--- src/design/ipds_pkg.sv ---
// Shared types, codes and palette for the indexed pixel display streamer.
package ipds_pkg;

    localparam int PIXELS_PER_WORD_DEF = 8;
    localparam int NIBBLES_PER_WORD    = 8;
    localparam int QUEUE_DEPTH         = 2;

    localparam logic KIND_WINDOW = 1'b0;
    localparam logic KIND_PIXEL  = 1'b1;

    localparam logic [7:0] CMD_COLUMN_SET = 8'h2A;
    localparam logic [7:0] CMD_ROW_SET    = 8'h2B;
    localparam logic [7:0] CMD_MEM_WRITE  = 8'h2C;
    localparam logic [7:0] BYTE_ZERO      = 8'h00;

    localparam logic [3:0] STEP_COL_CMD = 4'd0;
    localparam logic [3:0] STEP_COL_XH  = 4'd1;
    localparam logic [3:0] STEP_COL_XL  = 4'd2;
    localparam logic [3:0] STEP_COL_EH  = 4'd3;
    localparam logic [3:0] STEP_COL_EL  = 4'd4;
    localparam logic [3:0] STEP_ROW_CMD = 4'd5;
    localparam logic [3:0] STEP_ROW_YH  = 4'd6;
    localparam logic [3:0] STEP_ROW_YL  = 4'd7;
    localparam logic [3:0] STEP_ROW_EH  = 4'd8;
    localparam logic [3:0] STEP_ROW_EL  = 4'd9;
    localparam logic [3:0] STEP_MEM_CMD = 4'd10;

    typedef struct packed {
        logic        kind;
        logic [7:0]  x;
        logic [7:0]  x_end;
        logic [7:0]  y;
        logic [7:0]  y_end;
        logic [31:0] pix;
        logic [3:0]  count;
    } t_item;

    typedef enum logic {
        BK_IDLE,
        BK_RUN
    } t_back_state;

    function automatic logic [15:0] palette(input logic [3:0] idx);
        logic [15:0] c;
        case (idx)
            4'd0:    c = 16'hFFFF;
            4'd1:    c = 16'h0000;
            4'd2:    c = 16'hF800;
            4'd3:    c = 16'h07E0;
            4'd4:    c = 16'h04C5;
            4'd5:    c = 16'h03E0;
            4'd6:    c = 16'h001F;
            4'd7:    c = 16'h7BEF;
            4'd8:    c = 16'h39E7;
            4'd9:    c = 16'h18C3;
            default: c = 16'h0000;
        endcase
        return c;
    endfunction

endpackage

--- src/design/indexed_pixel_display_streamer.sv ---
// Top level: front end, item queue and word sequencer of the display streamer.
// An item passes through the queue and the sequencer's item register before its first word reaches the output register.
// Throughput: one word per cycle from the output register while i_stall is low; a window item
// produces eleven words and a pixel item as many words as its saturated pixel count.
// Pixel items with a zero count are accepted and produce no words.
// Reset (synchronous, active low) empties the queue and the output register at once.
module indexed_pixel_display_streamer #(
    parameter int PIXELS_PER_WORD = ipds_pkg::PIXELS_PER_WORD_DEF
) (
    input  logic        i_clk,
    input  logic        i_rst_n,
    input  logic        i_valid,
    output logic        o_stall,
    input  logic        i_command,
    input  logic [7:0]  i_win_x,
    input  logic [7:0]  i_win_y,
    input  logic [8:0]  i_win_width,
    input  logic [8:0]  i_win_height,
    input  logic [31:0] i_pixel_word,
    input  logic [3:0]  i_pixel_count,
    output logic        o_valid,
    input  logic        i_stall,
    output logic [15:0] o_out_word,
    output logic        o_is_data,
    output logic        o_wide_word,
    output logic        o_last
);
    import ipds_pkg::*;

    logic  push, full, q_valid, q_pop;
    t_item f_item, q_item;

    assign o_stall = full;

    ipds_front #(
        .PIXELS_PER_WORD(PIXELS_PER_WORD)
    ) u_front (
        .i_valid       (i_valid),
        .i_command     (i_command),
        .i_win_x       (i_win_x),
        .i_win_y       (i_win_y),
        .i_win_width   (i_win_width),
        .i_win_height  (i_win_height),
        .i_pixel_word  (i_pixel_word),
        .i_pixel_count (i_pixel_count),
        .i_full        (full),
        .o_push        (push),
        .o_item        (f_item)
    );

    ipds_queue u_queue (
        .i_clk   (i_clk),
        .i_rst_n (i_rst_n),
        .i_push  (push),
        .i_item  (f_item),
        .i_pop   (q_pop),
        .o_full  (full),
        .o_valid (q_valid),
        .o_item  (q_item)
    );

    ipds_back u_back (
        .i_clk       (i_clk),
        .i_rst_n     (i_rst_n),
        .i_q_valid   (q_valid),
        .i_q_item    (q_item),
        .o_q_pop     (q_pop),
        .o_valid     (o_valid),
        .i_stall     (i_stall),
        .o_out_word  (o_out_word),
        .o_is_data   (o_is_data),
        .o_wide_word (o_wide_word),
        .o_last      (o_last)
    );

endmodule

--- src/design/ipds_front.sv ---
// Front end: classify input words, precompute window bytes, saturate pixel counts.
module ipds_front #(
    parameter int PIXELS_PER_WORD = ipds_pkg::PIXELS_PER_WORD_DEF
) (
    input  logic                i_valid,
    input  logic                i_command,
    input  logic [7:0]          i_win_x,
    input  logic [7:0]          i_win_y,
    input  logic [8:0]          i_win_width,
    input  logic [8:0]          i_win_height,
    input  logic [31:0]         i_pixel_word,
    input  logic [3:0]          i_pixel_count,
    input  logic                i_full,
    output logic                o_push,
    output ipds_pkg::t_item     o_item
);
    import ipds_pkg::*;

    localparam int LIMIT = (PIXELS_PER_WORD < NIBBLES_PER_WORD) ?
                           PIXELS_PER_WORD : NIBBLES_PER_WORD;

    logic [3:0] sat_count;

    always_comb begin
        sat_count = (i_pixel_count > 4'(LIMIT)) ? 4'(LIMIT) : i_pixel_count;
        o_item.kind  = i_command;
        o_item.x     = i_win_x;
        o_item.y     = i_win_y;
        o_item.x_end = i_win_x + i_win_width[7:0] - 8'd1;
        o_item.y_end = i_win_y + i_win_height[7:0] - 8'd1;
        o_item.pix   = i_pixel_word;
        o_item.count = sat_count;
    end

    // drop pixel words with nothing to emit
    assign o_push = i_valid && !i_full &&
                    ((i_command == KIND_WINDOW) || (sat_count != 4'd0));

endmodule

--- src/design/ipds_queue.sv ---
// Short queue between the front end and the word sequencer.
module ipds_queue (
    input  logic                i_clk,
    input  logic                i_rst_n,
    input  logic                i_push,
    input  ipds_pkg::t_item     i_item,
    input  logic                i_pop,
    output logic                o_full,
    output logic                o_valid,
    output ipds_pkg::t_item     o_item
);
    import ipds_pkg::*;

    localparam int PW = (QUEUE_DEPTH > 1) ? $clog2(QUEUE_DEPTH) : 1;
    localparam int CW = $clog2(QUEUE_DEPTH + 1);

    t_item         r_mem [QUEUE_DEPTH];
    logic [PW-1:0] r_wr_ptr, n_wr_ptr;
    logic [PW-1:0] r_rd_ptr, n_rd_ptr;
    logic [CW-1:0] r_count, n_count;
    logic          do_push, do_pop;

    assign o_full  = (r_count == CW'(QUEUE_DEPTH));
    assign o_valid = (r_count != '0);
    assign o_item  = r_mem[r_rd_ptr];
    assign do_push = i_push && !o_full;
    assign do_pop  = i_pop && o_valid;

    always_comb begin
        n_wr_ptr = r_wr_ptr;
        n_rd_ptr = r_rd_ptr;
        n_count  = r_count;
        if (do_push) begin
            n_wr_ptr = (r_wr_ptr == PW'(QUEUE_DEPTH - 1)) ? '0 : r_wr_ptr + 1'b1;
        end
        if (do_pop) begin
            n_rd_ptr = (r_rd_ptr == PW'(QUEUE_DEPTH - 1)) ? '0 : r_rd_ptr + 1'b1;
        end
        if (do_push && !do_pop) begin
            n_count = r_count + 1'b1;
        end else if (do_pop && !do_push) begin
            n_count = r_count - 1'b1;
        end
    end

    always_ff @(posedge i_clk) begin
        if (!i_rst_n) begin
            r_wr_ptr <= '0;
            r_rd_ptr <= '0;
            r_count  <= '0;
        end else begin
            r_wr_ptr <= n_wr_ptr;
            r_rd_ptr <= n_rd_ptr;
            r_count  <= n_count;
        end
    end

    always_ff @(posedge i_clk) begin
        if (do_push) begin
            r_mem[r_wr_ptr] <= i_item;
        end
    end

endmodule

--- src/design/ipds_back.sv ---
// Back end: sequence queued items into display words through an output register.
module ipds_back (
    input  logic                i_clk,
    input  logic                i_rst_n,
    input  logic                i_q_valid,
    input  ipds_pkg::t_item     i_q_item,
    output logic                o_q_pop,
    output logic                o_valid,
    input  logic                i_stall,
    output logic [15:0]         o_out_word,
    output logic                o_is_data,
    output logic                o_wide_word,
    output logic                o_last
);
    import ipds_pkg::*;

    t_back_state r_state, n_state;
    t_item       r_item;
    logic [3:0]  r_step;
    logic [31:0] r_pix;
    logic        r_out_valid;
    logic [15:0] r_out_word;
    logic        r_is_data, r_wide_word, r_last;

    logic        out_ready, emit, step_last;
    logic [15:0] w_word;
    logic        w_data, w_wide;

    assign out_ready = !r_out_valid || !i_stall;

    always_comb begin
        if (r_item.kind == KIND_PIXEL) begin
            step_last = (r_step == r_item.count - 4'd1);
        end else begin
            step_last = (r_step == STEP_MEM_CMD);
        end
    end

    always_comb begin
        n_state = r_state;
        case (r_state)
            BK_IDLE: begin
                if (i_q_valid) begin
                    n_state = BK_RUN;
                end
            end
            BK_RUN: begin
                if (out_ready && step_last && !i_q_valid) begin
                    n_state = BK_IDLE;
                end
            end
            default: n_state = BK_IDLE;
        endcase
    end

    always_comb begin
        emit    = 1'b0;
        o_q_pop = 1'b0;
        case (r_state)
            BK_IDLE: begin
                o_q_pop = i_q_valid;
            end
            BK_RUN: begin
                emit    = out_ready;
                o_q_pop = out_ready && step_last && i_q_valid;
            end
            default: begin
                emit    = 1'b0;
                o_q_pop = 1'b0;
            end
        endcase
    end

    always_comb begin
        w_data = 1'b1;
        w_wide = 1'b0;
        w_word = 16'h0000;
        if (r_item.kind == KIND_PIXEL) begin
            w_wide = 1'b1;
            w_word = palette(r_pix[3:0]);
        end else begin
            case (r_step)
                STEP_COL_CMD: begin
                    w_word = {8'h00, CMD_COLUMN_SET};
                    w_data = 1'b0;
                end
                STEP_COL_XL: w_word = {8'h00, r_item.x};
                STEP_COL_EL: w_word = {8'h00, r_item.x_end};
                STEP_ROW_CMD: begin
                    w_word = {8'h00, CMD_ROW_SET};
                    w_data = 1'b0;
                end
                STEP_ROW_YL: w_word = {8'h00, r_item.y};
                STEP_ROW_EL: w_word = {8'h00, r_item.y_end};
                STEP_MEM_CMD: begin
                    w_word = {8'h00, CMD_MEM_WRITE};
                    w_data = 1'b0;
                end
                STEP_COL_XH, STEP_COL_EH, STEP_ROW_YH, STEP_ROW_EH: begin
                    w_word = {8'h00, BYTE_ZERO};
                end
                default: w_word = {8'h00, BYTE_ZERO};
            endcase
        end
    end

    always_ff @(posedge i_clk) begin
        if (!i_rst_n) begin
            r_state     <= BK_IDLE;
            r_out_valid <= 1'b0;
            r_step      <= '0;
        end else begin
            r_state <= n_state;
            if (emit) begin
                r_out_valid <= 1'b1;
            end else if (!i_stall) begin
                r_out_valid <= 1'b0;
            end
            if (o_q_pop) begin
                r_step <= '0;
            end else if (emit) begin
                r_step <= r_step + 4'd1;
            end
        end
    end

    always_ff @(posedge i_clk) begin
        if (o_q_pop) begin
            r_item <= i_q_item;
            r_pix  <= i_q_item.pix;
        end else if (emit) begin
            r_pix  <= {4'h0, r_pix[31:4]};
        end
        if (emit) begin
            r_out_word  <= w_word;
            r_is_data   <= w_data;
            r_wide_word <= w_wide;
            r_last      <= step_last;
        end
    end

    assign o_valid     = r_out_valid;
    assign o_out_word  = r_out_word;
    assign o_is_data   = r_is_data;
    assign o_wide_word = r_wide_word;
    assign o_last      = r_last;

endmodule

--- config.mk ---
export PLATFORM = sky130hd
export DESIGN_NAME = indexed_pixel_display_streamer
export DESIGN_NICKNAME = d
export VERILOG_FILES = /design/src/design/ipds_pkg.sv /design/src/design/indexed_pixel_display_streamer.sv /design/src/design/ipds_front.sv /design/src/design/ipds_queue.sv /design/src/design/ipds_back.sv
export SDC_FILE = /design/constraint.sdc
export NUM_CORES = 1
export LEC_CHECK = 0
export CAP_MARGIN = 20
export CORE_ASPECT_RATIO = 0.8
export CORE_MARGIN = 2
export CORE_UTILIZATION = 60
export CTS_CLUSTER_DIAMETER = 30
export DETAILED_ROUTE_END_ITERATION = 10
export DONT_BUFFER_PORTS = 1
export MAX_ROUTING_LAYER = met4
export PLACE_DENSITY = 0.84
export SLEW_MARGIN = 20
export SYNTH_ARGS = -nofsm -noshare
export SYNTH_HDL_FRONTEND = slang
export SYNTH_SLANG_ARGS = --single-unit
--- constraint.sdc ---
create_clock -name i_clk -period 5.5 [get_ports i_clk]
set_clock_uncertainty 0.1 [all_clocks]
set_input_delay 0.825 -clock i_clk [delete_from_list [all_inputs] [get_ports i_clk]]
set_output_delay 0.825 -clock i_clk [all_outputs]
set_load 0.005 [all_outputs]
==> summary.txt <==
Status
  • Status: finished, final reports clean

Setup path
  • CP Capture Type: flop
  • Type of origin of the critical path: flop
  • R2R setup slack: 1.88 ns
  • Max incr delay on CP: 0.82 ns
  • Reg-to-Reg End: u_queue.r_count[1]$_SDFFE_PN0P_
  • Crit path top cell by count: xnor2_1
  • Worst-path cell chain: xnor2_1 > xnor2_1 > or2_4 > o21ai_0 > a21o_1 > buf_4 > inv_1 > ha_1 > or3_1 > a21boi_0
  • CP max-delay cell: dfxtp_1
  • Largest fanout on the critical path: 38
  • R2R cell count: 10
  • Req. time, crit path: 5.83 ns
  • Worst reg2reg startpoint: u_back.r_step[3]$_SDFFE_PP0P_
  • Setup CP Type: flop to flop
  • Worst path arrival time: 3.95 ns

Pwr
  • Lkg Pwr: 4.49 nW
  • Switch Pwr: 2.19 mW
  • Sequential cell fraction of total power: 42.8%
  • Pint: 5.11 mW
  • Power share of the clock group: 34.1%
  • Switching portion of total power: 30.0%
  • Worst IR Drop VDD: 0.307 mV
  • PD cells: 601 nW/um2
  • Combinational power share: 23.2%

STA
  • Count of final hold-check violations: 0
  • Worst-Margin Slew: 1.05 ns
  • Max Freq: 0.276 GHz
  • Pins over their slew limit: 0
  • Max_slew headroom: 29.9%
  • Fin crit share: 65.9%
  • RSZ-0062 raised after global routing: false
  • Post-route setup slack: 1.88 ns
  • Setup TNS Final: 0 ns
  • Fin crit period: 3.62 ns
  • Final setup viols: 0

Logic synthesis
  • Average cell area after synthesis: 14.6 um2
  • Cell Area, Synth: 10600 um2
  • Ys flop type: edfxtp_1
  • Post-synthesis async set-or-reset flop share: 0%
  • Synth Warn #: 0
  • Synth Net Count: 835
  • Yosys reg bits: 249
  • Yosys top cell area share: 64.0%
  • EDFF count, synth: 225
  • Sequential share of the synthesized area: 68.5%
  • Post-synth cell types: 57
  • Cell count after synthesis: 722
  • Synth area leader: edfxtp_1
  • Top post-synthesis cells by area: edfxtp_1, dfxtp_1, ha_1

Finish
  • Layout cell share with drive strength beyond 1: 16.3%
  • Core Util, Final: 70.3%
  • Commonest cells after routing, fill and taps aside: edfxtp_1, inv_1, clkbuf_16
  • Antenna Cells: 0
  • Final net count: 853
  • Most common cell after layout, fill and taps aside: edfxtp_1
  • Layout area overhead: 14.9%

Route
  • Detailed Routing Iterations Pass 1: 5
  • DR vias/cell: 5.66
  • DRC Markers: 0
  • Avg WL per Cell: 18.4 um
  • Initial detailed-routing violation count: 467
  • Routed wire length: 18.4 mm
  • Via count: 5648
  • Post-route ant nets: 0

Place
  • Setup slack at placement: 2.02 ns
  • Buffers on Ports: 0
  • DP Wirelength: 11.6 mm
  • Routability cong.: 0.828

Hold path
  • Worst hold path type: primary input to flop
  • Hold endpoint: u_queue.r_mem[1][30]$_DFFE_PP_
  • Hold Path Stages: 0
  • Hold path start: i_pixel_word[26]

Die
  • Row count: 43
  • Io pins: 96
  • Die Area: 18700 um2
  • Chip width: 152 um
  • Starting Density: 61.1%
  • Die height: 123 um
  • Core Region: 17300 um2

Global route
  • Vias in the first global route: 5791
  • Total gr overflow: 0
  • Largest net degree at the start of global routing: 70
  • First-pass GRT wire length: 29.3 mm
  • Total GRT Usage: 20.6%
  • Initial antenna violation count: 0

Clock tree
  • CTS-repair resized insts: 0
  • Setup Buffers After CTS: 0
  • Htree depth: 2
  • Clock sinks: 249
  • Clk buf depth: 3
  • CTS tree: built
  • Num CTS Buffers: 41
  • CTS root buf: clkbuf_16
  • Cts hold-fix bufs: 0
  • Clock-pin slew on the worst setup and hold paths: 0.05 ns
  • Latest clock arrival within the worst-skew pair: 0.51 ns

Run
  • Max-Cap Viols: 0
## kinds of logic (layout without fill, tap and decap cells)
logic type / count (synthesis) / after routing / share of synthesized area, %
flip-flops: 249 / 249 / 68.5
XOR/XNOR: 26 / 26 / 2.16
AND/OR/NAND/NOR: 120 / 120 / 5.75
adder cells (fa/ha/maj): 38 / 38 / 4.65
multiplexers: 77 / 77 / 7.76
buffers and inverters: 106 / 157 / 4.05
AO/OA/AOI/OAI: 106 / 106 / 7.09
## power by group through the flow
stage                     clock (mW)  sequential [mW]  combinational, mW
after floorplan                    0             2.99               1.42
after global placement             0             3.13               1.56
after detailed placement           0             3.15               1.66
after CTS                       2.53             3.12               1.68
final                           2.49             3.12               1.69
after global routing            2.62             3.17               1.88
## metal layers
metal	share of wire, %	GRT usage (%)
met1	41	25.0
met2	49	33.6
met3	7.9	5.97
met4	1.8	7.30
met5	0	-
## metrics by stage
stage	hold WS, ns	instance area [um2]	power (mW)	cells
floorplan	0.381	10600	4.41	722
CTS	0.284	12100	7.33	997
detailed placement	0.397	10700	4.81	921
global route	0.282	12100	7.67	998
finish	0.307	12100	7.30	998
global placement	0.394	10700	4.69	921
## area by class of cell
type | instances | area [um2]
clock buffer | 50 | 1110
clock inverter | 26 | 264
fill | 1066 | 5130
inverter | 76 | 285
multi-input combinational | 367 | 2900
sequential | 249 | 7240
tap | 225 | 282
timing repair buffer | 5 | 50.0
## worst max-delay path by stage
stage / from / endpoint / slack (ns) / depth (start not counted)
global placement: u_back.r_step[3]$_SDFFE_PP0P_ / u_queue.r_count[1]$_SDFFE_PN0P_ / 2.16 / 10
global route: u_back.r_item[0]$_DFFE_PN_ / flop / 1.55 / 12
floorplan: i_pixel_count[1] / u_queue.r_mem[0][0]$_DFFE_PP_ / 0.96 / 4
finish: u_back.r_step[3]$_SDFFE_PP0P_ / u_queue.r_count[1]$_SDFFE_PN0P_ / 1.88 / 10
CTS: u_back.r_item[0]$_DFFE_PN_ / flop / 1.98 / 12
detailed placement: u_back.r_step[3]$_SDFFE_PP0P_ / u_queue.r_count[1]$_SDFFE_PN0P_ / 2.02 / 10
## cell usage after synthesis, types with 2 or more instances
master and number:
a22oi_1 6, buf_1 4, nand2b_1 2, o21ai_0 35
a32o_1 3, mux2_2 39, a21o_1 5, o21ai_1 2
a32oi_1 8, o221ai_1 2, nand3_1 3, buf_6 2
buf_2 6, o31ai_1 3, a21oi_1 16, nand4_1 2
edfxtp_1 225, and3_1 5, nand2_1 40, fa_1 2
ha_1 36, buf_4 2, o41ai_4 2, o21a_1 3
nor2b_1 9, and2_1 14, a21boi_0 2, nor2_1 28
o22a_1 3, o21bai_1 4, xor2_1 5, a211oi_1 2
dfxtp_1 24, and2_2 2, nor3_1 5, clkbuf_1 16
xnor2_1 21, mux2i_1 38, nor4_1 2, inv_1 76
or3b_1 2
## state kept, by name, indices dropped and copies added (netlist names), named ones only
register / cells
u_back.r_state: 1
u_back.o_out_word: 15
u_queue.r_rd_ptr: 1
u_back.o_wide_word: 1
u_queue.r_count: 2
u_back.o_is_data: 1
u_back.r_step: 4
u_back.r_pix: 32
u_back.o_valid: 1
u_back.o_last: 1
u_queue.r_mem: 138
u_back.r_item: 37
u_queue.r_wr_ptr: 1
## critical path: cells and delay by family (launching register included)
family / cells / cell delay [ns]
AOI/OAI and AO/OA: 3 / 0.69
xor gates and xnor gates: 2 / 0.40
adders and majority gates: 1 / 0.36
buffers and inverters: 2 / 0.54
DFF: 1 / 0.82
and+or+nand+nor: 2 / 0.63
Power figures use the tool's default switching activity.
